$ cat config.mk
export PLATFORM = sky130hd
export DESIGN_NAME = adc_average_poly_calibrate_core
export DESIGN_NICKNAME = d
export VERILOG_FILES = /design/src/sv/aapc_pkg.sv /design/src/sv/aapc_div.sv /design/src/sv/aapc_mul.sv /design/src/sv/adc_average_poly_calibrate_core.sv
export SDC_FILE = /design/constraint.sdc
export NUM_CORES = 1
export LEC_CHECK = 0
export BUFFER_PORTS_ARGS = -buffer_cell sky130_fd_sc_hd__buf_2
export CORE_UTILIZATION = 56
export DETAILED_ROUTE_END_ITERATION = 8
export PLACE_DENSITY = 0.81
export SLEW_MARGIN = 20
export SYNTH_ARGS = -nofsm -noshare
export SYNTH_HDL_FRONTEND = slang
export SYNTH_SLANG_ARGS = --single-unit
$ cat constraint.sdc
create_clock -name clk_i -period 4.5 [get_ports clk_i]
set_clock_uncertainty 0.2 [all_clocks]
set_input_delay 1.125 -clock clk_i [delete_from_list [all_inputs] [get_ports clk_i]]
set_output_delay 1.125 -clock clk_i [all_outputs]
set_load 0.1 [all_outputs]
$ cat src/sv/aapc_pkg.sv
package aapc_pkg;

  // fixed field widths
  localparam int COEF_W    = 24;
  localparam int AVG_W     = 12;
  localparam int CNT_W     = 8;
  localparam int CFG_IDX_W = 3;
  localparam int NUM_COEF  = 5;

  // divisor width of the shared serial divider (holds 1000 and the sample count)
  localparam int DIV_W = 10;

  // horner accumulator width: |acc| stays below 2^32 for averages up to 4095
  localparam int ACC_W = 34;

  // largest average that still gets a calibrated voltage
  localparam int AVG_MAX = 4095;

  localparam logic [DIV_W-1:0] X_SCALE = 10'd1000;

  // register reset values
  localparam logic [CNT_W-1:0]         COUNT_RST = 8'd100;
  localparam logic signed [COEF_W-1:0] COEF0_RST = 24'sd8773;
  localparam logic signed [COEF_W-1:0] COEF1_RST = 24'sd130912;
  localparam logic signed [COEF_W-1:0] COEF2_RST = -24'sd26962;
  localparam logic signed [COEF_W-1:0] COEF3_RST = 24'sd11588;
  localparam logic signed [COEF_W-1:0] COEF4_RST = -24'sd1720;

  // saturation bounds in accumulator and output width
  localparam logic signed [ACC_W-1:0]  ACC_VMAX = 34'sd8388607;
  localparam logic signed [ACC_W-1:0]  ACC_VMIN = -34'sd8388608;
  localparam logic signed [COEF_W-1:0] VOLT_MAX = 24'sd8388607;
  localparam logic signed [COEF_W-1:0] VOLT_MIN = -24'sd8388608;

  typedef logic signed [COEF_W-1:0] coef_t;

  typedef enum logic [CFG_IDX_W-1:0] {
    REG_SAMPLE_COUNT = 3'd0,
    REG_COEF_0       = 3'd1,
    REG_COEF_1       = 3'd2,
    REG_COEF_2       = 3'd3,
    REG_COEF_3       = 3'd4,
    REG_COEF_4       = 3'd5
  } aapc_reg_e;

  typedef enum logic [2:0] {
    ST_IDLE,
    ST_DIV_AVG,
    ST_DIV_X,
    ST_MUL_START,
    ST_MUL,
    ST_FINISH
  } aapc_state_e;

endpackage

$ cat src/sv/aapc_div.sv
module aapc_div #(
  parameter int DW = 28,
  parameter int VW = 10
) (
  input  logic          clk_i,
  input  logic          rst_ni,
  input  logic          start_i,
  input  logic [DW-1:0] dividend_i,
  input  logic [VW-1:0] divisor_i,
  output logic [DW-1:0] quotient_o,
  output logic          done_o
);

  localparam int CW = (DW > 1) ? $clog2(DW) : 1;

  logic          busy_q, busy_d;
  logic          done_q, done_d;
  logic [CW-1:0] cnt_q, cnt_d;
  logic [DW-1:0] quo_q, quo_d;
  logic [VW-1:0] rem_q, rem_d;
  logic [VW-1:0] den_q, den_d;

  logic [VW:0] trial;
  logic [VW:0] diff;
  logic        ge;

  // one restoring step: bring down the next dividend bit, subtract if it fits
  assign trial = {rem_q, quo_q[DW-1]};
  assign diff  = trial - {1'b0, den_q};
  assign ge    = (trial >= {1'b0, den_q});

  always_comb begin
    busy_d = busy_q;
    done_d = 1'b0;
    cnt_d  = cnt_q;
    quo_d  = quo_q;
    rem_d  = rem_q;
    den_d  = den_q;
    if (start_i) begin
      busy_d = 1'b1;
      cnt_d  = '0;
      quo_d  = dividend_i;
      rem_d  = '0;
      den_d  = divisor_i;
    end else if (busy_q) begin
      quo_d = {quo_q[DW-2:0], ge};
      rem_d = ge ? diff[VW-1:0] : trial[VW-1:0];
      cnt_d = cnt_q + 1'b1;
      if (cnt_q == CW'(DW - 1)) begin
        busy_d = 1'b0;
        done_d = 1'b1;
      end
    end
  end

  always_ff @(posedge clk_i or negedge rst_ni) begin
    if (!rst_ni) begin
      busy_q <= 1'b0;
      done_q <= 1'b0;
      cnt_q  <= '0;
    end else begin
      busy_q <= busy_d;
      done_q <= done_d;
      cnt_q  <= cnt_d;
    end
  end

  always_ff @(posedge clk_i) begin
    quo_q <= quo_d;
    rem_q <= rem_d;
    den_q <= den_d;
  end

  assign quotient_o = quo_q;
  assign done_o     = done_q;

endmodule

$ cat src/sv/aapc_mul.sv
module aapc_mul #(
  parameter int AW = 34,
  parameter int XW = 19
) (
  input  logic                 clk_i,
  input  logic                 rst_ni,
  input  logic                 start_i,
  input  logic signed [AW-1:0] a_i,
  input  logic [XW-1:0]        x_i,
  output logic signed [AW+XW:0] product_o,
  output logic                 done_o
);

  localparam int CW = (XW > 1) ? $clog2(XW) : 1;

  logic                 busy_q, busy_d;
  logic                 done_q, done_d;
  logic [CW-1:0]        cnt_q, cnt_d;
  logic signed [AW-1:0] a_q, a_d;
  logic [XW-1:0]        x_q, x_d;
  logic signed [AW:0]   hi_q, hi_d;
  logic [XW-1:0]        lo_q, lo_d;

  logic signed [AW:0] addend;
  logic signed [AW:0] psum;

  // shift-add on one multiplier bit per cycle, lsb first
  assign addend = x_q[0] ? {a_q[AW-1], a_q} : '0;
  assign psum   = hi_q + addend;

  always_comb begin
    busy_d = busy_q;
    done_d = 1'b0;
    cnt_d  = cnt_q;
    a_d    = a_q;
    x_d    = x_q;
    hi_d   = hi_q;
    lo_d   = lo_q;
    if (start_i) begin
      busy_d = 1'b1;
      cnt_d  = '0;
      a_d    = a_i;
      x_d    = x_i;
      hi_d   = '0;
      lo_d   = '0;
    end else if (busy_q) begin
      hi_d  = {psum[AW], psum[AW:1]};
      lo_d  = {psum[0], lo_q[XW-1:1]};
      x_d   = x_q >> 1;
      cnt_d = cnt_q + 1'b1;
      if (cnt_q == CW'(XW - 1)) begin
        busy_d = 1'b0;
        done_d = 1'b1;
      end
    end
  end

  always_ff @(posedge clk_i or negedge rst_ni) begin
    if (!rst_ni) begin
      busy_q <= 1'b0;
      done_q <= 1'b0;
      cnt_q  <= '0;
    end else begin
      busy_q <= busy_d;
      done_q <= done_d;
      cnt_q  <= cnt_d;
    end
  end

  always_ff @(posedge clk_i) begin
    a_q  <= a_d;
    x_q  <= x_d;
    hi_q <= hi_d;
    lo_q <= lo_d;
  end

  assign product_o = {hi_q, lo_q};
  assign done_o    = done_q;

endmodule

$ cat src/sv/adc_average_poly_calibrate_core.sv
// Boxcar averager with quartic calibration for a slow converter.
// Input channel (in_valid_i / in_ready_o / sample_i): one sample per transfer.
// Output channel (out_valid_o / out_ready_i): average, voltage, out_of_range.
// Config port: cfg_we_i with cfg_idx_i and cfg_data_i;
// index 0 is the sample count, 1..5 are coef_0..coef_4, others are ignored.
// A sample that does not close a group is added to the sum. The sample that
// closes a group starts the computation and the input is held off until the
// result sits in the output register: the shared bit-serial divider forms the
// average, then x, and the bit-serial multiplier runs the four horner steps;
// an out-of-range average skips x and the horner steps.
// The output register lets the next group be summed while a result waits;
// if the receiver stalls, a finished result waits in the last state until the
// output register frees up.
// Reset clears the sum and sample counter, drops out_valid_o and restores the
// register defaults (count 100 and the default coefficient set).
module adc_average_poly_calibrate_core #(
  parameter int SAMPLE_BITS = 12,
  parameter int FRAC_BITS   = 16
) (
  input  logic                               clk_i,
  input  logic                               rst_ni,
  input  logic                               cfg_we_i,
  input  logic [aapc_pkg::CFG_IDX_W-1:0]     cfg_idx_i,
  input  logic [aapc_pkg::COEF_W-1:0]        cfg_data_i,
  input  logic                               in_valid_i,
  output logic                               in_ready_o,
  input  logic [SAMPLE_BITS-1:0]             sample_i,
  output logic                               out_valid_o,
  input  logic                               out_ready_i,
  output logic [aapc_pkg::AVG_W-1:0]         average_o,
  output logic signed [aapc_pkg::COEF_W-1:0] voltage_o,
  output logic                               out_of_range_o
);

  import aapc_pkg::*;

  localparam int SUM_W = SAMPLE_BITS + CNT_W;
  localparam int DW    = SAMPLE_BITS + FRAC_BITS;
  localparam int XW    = FRAC_BITS + 3;
  localparam int PW    = ACC_W + 1 + XW;
  localparam int SHW   = PW - FRAC_BITS;

  aapc_state_e state_q, state_d;

  logic [CNT_W-1:0]        count_q, count_d;
  coef_t                   coef_q [NUM_COEF];
  coef_t                   coef_d [NUM_COEF];
  logic [SUM_W-1:0]        sum_q, sum_d;
  logic [CNT_W-1:0]        seen_q, seen_d;
  logic [SAMPLE_BITS-1:0]  avg_q, avg_d;
  logic                    oor_q, oor_d;
  logic [XW-1:0]           x_q, x_d;
  logic signed [ACC_W-1:0] acc_q, acc_d;
  logic [1:0]              step_q, step_d;
  logic                    out_valid_q, out_valid_d;
  logic [AVG_W-1:0]        average_q, average_d;
  coef_t                   voltage_q, voltage_d;
  logic                    out_oor_q, out_oor_d;

  logic                   div_start;
  logic [DW-1:0]          div_dividend;
  logic [DIV_W-1:0]       div_divisor;
  logic [DW-1:0]          div_quo;
  logic                   div_done;
  logic                   mul_start;
  logic signed [PW-1:0]   mul_product;
  logic                   mul_done;

  logic [CNT_W-1:0]        n_eff;
  logic [SUM_W-1:0]        sum_plus;
  logic                    group_done;
  logic [SAMPLE_BITS-1:0]  avg_w;
  logic                    avg_oor;
  logic signed [SHW-1:0]   pshift;
  logic signed [SHW-1:0]   coef_ext;
  logic signed [SHW-1:0]   horner_sum;
  coef_t                   coef_sel;
  coef_t                   volt_sat;
  logic                    out_free;

  // configuration writes
  always_comb begin
    count_d = count_q;
    coef_d  = coef_q;
    if (cfg_we_i) begin
      unique case (cfg_idx_i)
        REG_SAMPLE_COUNT: count_d = cfg_data_i[CNT_W-1:0];
        REG_COEF_0:       coef_d[0] = cfg_data_i;
        REG_COEF_1:       coef_d[1] = cfg_data_i;
        REG_COEF_2:       coef_d[2] = cfg_data_i;
        REG_COEF_3:       coef_d[3] = cfg_data_i;
        REG_COEF_4:       coef_d[4] = cfg_data_i;
        default:          count_d = count_q;
      endcase
    end
  end

  // accumulate and group detection, a count of zero acts as one
  assign n_eff      = (count_q == '0) ? CNT_W'(1) : count_q;
  assign sum_plus   = sum_q + SUM_W'(sample_i);
  assign group_done = ({1'b0, seen_q} + 1'b1) >= {1'b0, n_eff};

  // average range check on the full quotient
  assign avg_w   = div_quo[SAMPLE_BITS-1:0];
  assign avg_oor = (div_quo == '0) || (div_quo > DW'(AVG_MAX));

  // horner step: floor shift of the product plus the next coefficient
  assign coef_sel   = coef_q[{1'b0, step_q}];
  assign pshift     = mul_product[PW-1:FRAC_BITS];
  assign coef_ext   = {{(SHW-COEF_W){coef_sel[COEF_W-1]}}, coef_sel};
  assign horner_sum = pshift + coef_ext;

  // saturation to the output range
  always_comb begin
    if (acc_q > ACC_VMAX) begin
      volt_sat = VOLT_MAX;
    end else if (acc_q < ACC_VMIN) begin
      volt_sat = VOLT_MIN;
    end else begin
      volt_sat = acc_q[COEF_W-1:0];
    end
  end

  assign out_free = !out_valid_q || out_ready_i;

  // sequencer
  always_comb begin
    state_d      = state_q;
    sum_d        = sum_q;
    seen_d       = seen_q;
    avg_d        = avg_q;
    oor_d        = oor_q;
    x_d          = x_q;
    acc_d        = acc_q;
    step_d       = step_q;
    out_valid_d  = out_valid_q && !out_ready_i;
    average_d    = average_q;
    voltage_d    = voltage_q;
    out_oor_d    = out_oor_q;
    div_start    = 1'b0;
    div_dividend = DW'(sum_plus);
    div_divisor  = DIV_W'(n_eff);
    mul_start    = 1'b0;
    in_ready_o   = 1'b0;
    unique case (state_q)
      ST_IDLE: begin
        in_ready_o = 1'b1;
        if (in_valid_i) begin
          if (group_done) begin
            sum_d     = '0;
            seen_d    = '0;
            div_start = 1'b1;
            state_d   = ST_DIV_AVG;
          end else begin
            sum_d  = sum_plus;
            seen_d = seen_q + 1'b1;
          end
        end
      end
      ST_DIV_AVG: begin
        if (div_done) begin
          avg_d = avg_w;
          if (avg_oor) begin
            oor_d   = 1'b1;
            acc_d   = '0;
            state_d = ST_FINISH;
          end else begin
            oor_d        = 1'b0;
            div_dividend = {avg_w, {FRAC_BITS{1'b0}}};
            div_divisor  = X_SCALE;
            div_start    = 1'b1;
            state_d      = ST_DIV_X;
          end
        end
      end
      ST_DIV_X: begin
        if (div_done) begin
          x_d     = div_quo[XW-1:0];
          acc_d   = {{(ACC_W-COEF_W){coef_q[NUM_COEF-1][COEF_W-1]}}, coef_q[NUM_COEF-1]};
          step_d  = 2'(NUM_COEF - 2);
          state_d = ST_MUL_START;
        end
      end
      ST_MUL_START: begin
        mul_start = 1'b1;
        state_d   = ST_MUL;
      end
      ST_MUL: begin
        if (mul_done) begin
          acc_d = horner_sum[ACC_W-1:0];
          if (step_q == 2'd0) begin
            state_d = ST_FINISH;
          end else begin
            step_d  = step_q - 1'b1;
            state_d = ST_MUL_START;
          end
        end
      end
      ST_FINISH: begin
        if (out_free) begin
          out_valid_d = 1'b1;
          average_d   = AVG_W'(avg_q);
          voltage_d   = volt_sat;
          out_oor_d   = oor_q;
          state_d     = ST_IDLE;
        end
      end
      default: state_d = ST_IDLE;
    endcase
  end

  aapc_div #(
    .DW(DW),
    .VW(DIV_W)
  ) u_div (
    .clk_i      (clk_i),
    .rst_ni     (rst_ni),
    .start_i    (div_start),
    .dividend_i (div_dividend),
    .divisor_i  (div_divisor),
    .quotient_o (div_quo),
    .done_o     (div_done)
  );

  aapc_mul #(
    .AW(ACC_W),
    .XW(XW)
  ) u_mul (
    .clk_i     (clk_i),
    .rst_ni    (rst_ni),
    .start_i   (mul_start),
    .a_i       (acc_q),
    .x_i       (x_q),
    .product_o (mul_product),
    .done_o    (mul_done)
  );

  // control state and registers
  always_ff @(posedge clk_i or negedge rst_ni) begin
    if (!rst_ni) begin
      state_q     <= ST_IDLE;
      count_q     <= COUNT_RST;
      coef_q[0]   <= COEF0_RST;
      coef_q[1]   <= COEF1_RST;
      coef_q[2]   <= COEF2_RST;
      coef_q[3]   <= COEF3_RST;
      coef_q[4]   <= COEF4_RST;
      sum_q       <= '0;
      seen_q      <= '0;
      step_q      <= '0;
      out_valid_q <= 1'b0;
    end else begin
      state_q     <= state_d;
      count_q     <= count_d;
      coef_q      <= coef_d;
      sum_q       <= sum_d;
      seen_q      <= seen_d;
      step_q      <= step_d;
      out_valid_q <= out_valid_d;
    end
  end

  // datapath registers
  always_ff @(posedge clk_i) begin
    avg_q     <= avg_d;
    oor_q     <= oor_d;
    x_q       <= x_d;
    acc_q     <= acc_d;
    average_q <= average_d;
    voltage_q <= voltage_d;
    out_oor_q <= out_oor_d;
  end

  assign out_valid_o    = out_valid_q;
  assign average_o      = average_q;
  assign voltage_o      = voltage_q;
  assign out_of_range_o = out_oor_q;

endmodule

==> Word level (Yosys, flattened, before mapping) <==
Index checks and enable logic that the tools add are counted.
{ "op_classes": {"addsub": 9, "magnitude_cmp": 6, "eq_ne": 20, "mux": 63, "n_bitwise": 1, "n_reduce_logical": 27} }
{ "ops": {"columns": ["operator", "count"], "rows": [
  ["$mux W28", 5],
  ["$mux W34", 4],
  ["$pmux W34 S3", 1],
  ["$bmux W24 S3", 1],
  ["$mux W24", 3],
  ["$mux W19", 2],
  ["$add A34 B35 Y35", 1],
  ["$mux W35", 1],
  ["$add A34 B24 Y34", 1],
  ["$gt A34 B24 Y1 const B", 1],
  ["$lt A34 B24 Y1 const B", 1],
  ["$mux W8", 4],
  ["$gt A28 B12 Y1 const B", 1],
  ["$logic_not A28 Y1", 1],
  ["$mux W3", 8],
  ["$mux W1", 21],
  ["$add A20 B12 Y20", 1],
  ["$mux W10", 2],
  ["$mux W20", 1],
  ["$mux W5", 4],
  ["$reduce_and A2 Y1", 10],
  ["$pmux W3 S6", 1],
  ["$eq A3 B2 Y1 const B", 4],
  ["$eq A3 B3 Y1 const B", 4],
  ["other kinds (27)", 43]
]} }
{ "word_totals": {"regBits": 433, "in_bits": 44, "output_inout_bits": 39, "word_cells": 158} }

==> Longest topological paths before layout <==
{ "depth": {"ltp_word": 7, "ltp_mapped": 14, "ltp_nobuf": 13} }

==> Hierarchy <==
A second synthesis with hierarchy kept.
{ "hier_totals": {"hier_cells": 1954, "hier_area_um2": 22370.2} }
{ "by_module_without_submodules": {"columns": ["module", "n_inst", "cells_per_inst", "area_each_um2", "seq_area_each_um2"], "rows": [
  ["adc_average_poly_calibrate_core", 1, 1125, 13514.2, 7219.4],
  ["aapc_mul", 1, 599, 6079.6, 2827.7],
  ["aapc_div", 1, 230, 2776.4, 1516.5]
]} }

==> Least setup slack after synthesis <==
OpenSTA, ideal clock, no wires.
{ "synth_timing": {"path_type": "register to register", "startpoint": "register state_q[1]", "endpoint": "register u_div.quo_q[0], in the netlist u_div.quotient_o[0] (enable)", "setup_time_ns": 0.385, "arrival_time_ns": 4.075, "required_ns": 3.915, "path_slack_ns": -0.160, "path_stages_with_launch": 7, "synth_period_minus_slack_ns": 4.660, "path_cell_list": "dfrtp_1 -> nor3_1 -> and2_1 -> and2_1 -> nor2_1 -> clkbuf_1 -> nand2_1"} }
{ "synth_between": {"elab_chain_len": 3, "word_cells_on_any_way": 4, "classes_between": "1 x eq/ne; 1 x mux; 2 x reduce/logical"} }
{ "synth_rtl": {"columns": ["item", "line", "rtl"], "rows": [
  ["start: declaration", "adc_average_poly_calibrate_core.sv:43", "aapc_state_e state_q, state_d;"],
  ["start signal: assignment", "adc_average_poly_calibrate_core.sv:253", "state_q <= state_d;"],
  ["$eq A3 B1 Y1 or $logic_not A3 Y1 (tied branches)", "adc_average_poly_calibrate_core.sv:145", "unique case (state_q)"],
  ["$pmux W1 S2 (*)", "adc_average_poly_calibrate_core.sv:145", null],
  ["$reduce_bool A2 Y1 (no source line) (*)", null, null],
  ["end signal: assignment", "aapc_div.sv:69", "quo_q <= quo_d;"],
  ["end: declaration", "aapc_div.sv:19", "logic [DW-1:0] quo_q, quo_d;"]
]} }
Mark *: on every way between the ends. The rest lies on a longest branch, timed or not.
A chain may end at the register's enable or synchronous reset.

==> Worst setup path in the final report <==
{ "layout_timing": {"startpoint": "register step_q[0]", "endpoint": "register acc_q[33] (data pin)"} }
{ "layout_between": {"elab_chain_len": 7} }
{ "layout_rtl": {"columns": ["item", "line", "rtl"], "rows": [
  ["start: declaration", "adc_average_poly_calibrate_core.sv:54", "logic [1:0] step_q, step_d;"],
  ["start signal: assignment", "adc_average_poly_calibrate_core.sv:258", "step_q <= step_d;"],
  ["$not A2 Y4 (not written as such)", "adc_average_poly_calibrate_core.sv:108", "assign coef_sel = coef_q[{1'b0, step_q}];"],
  ["$bmux W24 S3", "adc_average_poly_calibrate_core.sv:108", null],
  ["$mux W24 (not written as such) (2 in a row)", "adc_average_poly_calibrate_core.sv:108", null],
  ["$add A34 B24 Y34", "adc_average_poly_calibrate_core.sv:111", "assign horner_sum = pshift + coef_ext;"],
  ["$mux W34", "adc_average_poly_calibrate_core.sv:189", "if (mul_done) begin"],
  ["$pmux W34 S3", "adc_average_poly_calibrate_core.sv:145", null],
  ["via acc_d[33]", "adc_average_poly_calibrate_core.sv:53", "logic signed [ACC_W-1:0] acc_q, acc_d;"],
  ["end signal: assignment", "adc_average_poly_calibrate_core.sv:268", "acc_q <= acc_d;"],
  ["end: declaration", "adc_average_poly_calibrate_core.sv:53", null]
]} }
The timed path passes the listed nets, and every way through them passes these cells. The select of a mux whose other input is x is not followed.

==> results.cfg <==
[timing]
finalCriticalPeriod_ns = 4.00
rsz0062_at_grt = false
worst_slew_pin_slew_ns = 0.973
fmax_mhz = 250
finalSetupViolations = 0
setup-tns-final_ns = 0
fin_crit_sh_pct = 88.9
hold_viol = 0
slew_headroom_pct = 35.1
drv_slew = 0

[grt]
antenna_found_initial = 1
grt_pass1_vias = 14700
grt_remaining_overflow = 0
grt_pass1_wl_um = 77700
grt_max_degree = 84
grt_use_total_pct = 25.4

[logic_synthesis]
async_flop_share_pct = 42.3
synth_edf_count = 193
yosys-top-cells-area = edfxtp_1 (27%), dfrtp_1 (14%), dfstp_2 (7.2%)
ys_warn_count = 0
yosys.cell_count.top_type = edfxtp_1
yosysSeqAreaShare_pct = 52.7
synthTopCellsByCount = edfxtp_1 (193), nand2_1 (186), mux2_2 (121), dfrtp_1 (118), o21ai_0 (115)
synth_top_area_share_pct = 27.3
syn_nets = 2001
synth_largest_area_cell = edfxtp_1
synth_cell_type_count = 86
syn_area_mm2 = 0.0213
syn_avg_cell_area_um2 = 11.5
synth_ff_type = edfxtp_1
ys_ff_latch = 416
synth_cells = 1851

[clock_tree]
post_cts_resized = 0
clock_latency_ns = 0.55
clkTransAtPathRegs_ns = 0.06
cts_htree_levels = 2
hold_buffers = 0
cts_buffers = 43
post_cts_buffers = 0
clock_sinks = 416
clock_path_buffers = 3
cts-root-buf = clkbuf_16
cts_tree = done

[worst_setup_path]
critPathSlowestCell = mux4_2
critical_path_buf_inv_count = 1
worstSetupPathType = register to register
slowest_delay_ns = 0.55
r2r_start = step_q[0]
startpoint_type = register
crit_required_ns = 4.60
cp-end-kind = register
worstSetupStartpoint = step_q[0]
crit_fanout = 12
worstPathCellList = buf_4 -> mux4_2 -> ha_1 -> o211ai_1 -> o21ai_1 -> o311ai_1 -> a21o_1 -> o221a_2 -> nand3b_1 -> a31oi_1 -> nor4b_1 -> a211o_1
path_delay_family = compound AO/OA/AOI/OAI gates
arrival_ns = 4.10

[detailed_routing]
drt-initial-drc-count = 1231
route.vias.total = 14900
drcViolationCount = 0
routedWlPerCell_um = 19.6
dr.pass1.iters = 5
ant_nets = 0
vias_per_cell = 6.01
drt_wl_total_um = 48500

[finish]
fillers = 2830
instances_no_fill = 2478
fin_util_pct = 63.5
layout-drive-gt1-share_pct = 21.1
area_growth_pct = 11.9
fin_nets = 2081

[floorplan]
dieWidth_um = 197
num_rows = 71
coreArea_mm2 = 0.0375
initial_core_util_pct = 56.7
die_h_um = 197
top_level_ports = 83
die-area_mm2 = 0.0387

[placed_design]
io_buffers = 82
place_hpwl_um = 33700
place_inst = 2396
place.gp.congestion = 0.950

[power_and_ir_drop]
max-vdd-ir-drop_mv = 0.332
power_mw = 14.4
powerDensity_mw_per_mm2 = 606
p_leak_nw = 9.78

[outcome]
status = finished, final reports clean

[worst_hold_path]
min_path_type = register to register
holdCritStartpoint = avg_q[10]

[run]
drv_cap = 0
-- kinds of logic after synthesis --
kind of cell    synth area share (%)
buf+inv                         2.24
compound gates                  12.9
flops                           52.7
fa+ha+maj                       6.38
mux                             10.3
xor+xnor                        3.83
simple gates                    11.6
-- layout make-up --
class,instances,area [um^2],share of cell area (%)
flip-flops and latches,416,11200,47.1
multi-input cells,1310,9630,40.5
clock buffers,61,1230,5.15
repair buffers,111,667,2.80
well taps,511,639,2.69
clock inverters,19,230,0.968
inverters,49,184,0.773
diodes,1,2.50,0.0105
-- path summary, 6_finish.rpt --
kind / endpoint / slack [ns] / depth (start not counted)
min in group asynchronous: coef_q[118] / 0.37 / 1
worst min-delay path: average_o[10] / 0.22 / 0
max in group asynchronous: coef_q[6] / 2.89 / 2
worst max register to register: acc_q[33] / 0.50 / 12
worst max-delay path: acc_q[33] / 0.50 / 12
worst min register to register: average_o[10] / 0.22 / 0
-- metrics by stage --
step                setup WS [ns]  instance area (um^2)  hold WS [ns]
finish                      0.498                 23800         0.218
CTS                         0.497                 23800         0.220
floorplan                   0.162                 21300         0.200
global route                0.242                 23800         0.223
detailed placement          0.513                 22300         0.205
global placement            0.540                 22300         0.201
-- sequential cells by signal, summed over array words and instances (netlist names), 5 cells and up --
| register | cells |
|---|---|
| acc_q | 34 |
| average_o | 12 |
| avg_q | 12 |
| coef_q | 120 |
| count_q | 8 |
| seen_q | 8 |
| sum_q | 20 |
| u_div.cnt_q | 5 |
| u_div.den_q | 9 |
| u_div.quotient_o | 28 |
| u_div.rem_q | 10 |
| u_mul.a_q | 34 |
| u_mul.cnt_q | 5 |
| u_mul.hi_q | 34 |
| u_mul.x_q | 19 |
| voltage_o | 24 |
| x_q | 19 |
-- routing by layer --
layer,vias up,global-route usage (%),routed length [um]
met3,85,3.49,2890
met2,476,41.7,23200
li1,6987,-,-
met5,-,0,0
met1,7340,35.4,21300
met4,0,6.98,996
-- power breakdown --
part / leakage, nW / internal [mW] / switching (mW) / total (mW)
logic: 4.86 / 1.87 / 3.12 / 4.99
registers: 4.22 / 5.06 / 0.726 / 5.78
clock network: 0.699 / 2.15 / 1.49 / 3.64
-- layout by cell type (no fill, tap or decap), types with 19 or more instances in the layout --
cell type / instances
nor2b_1: 19
dfstp_2: 58
and2_1: 44
a21oi_1: 95
ha_1: 102
mux2_2: 121
nand4_1: 20
nand3_1: 39
dfxtp_1: 47
buf_2: 81
clkbuf_16: 45
buf_4: 26
inv_1: 47
xor2_1: 47
dfrtp_1: 117
o21ai_0: 114
xnor2_1: 46
mux2i_1: 28
mux4_2: 24
a21o_1: 58
nor2_1: 100
nand2_1: 186
edfxtp_1: 193
Note: power is estimated with default switching activity, not from simulation.
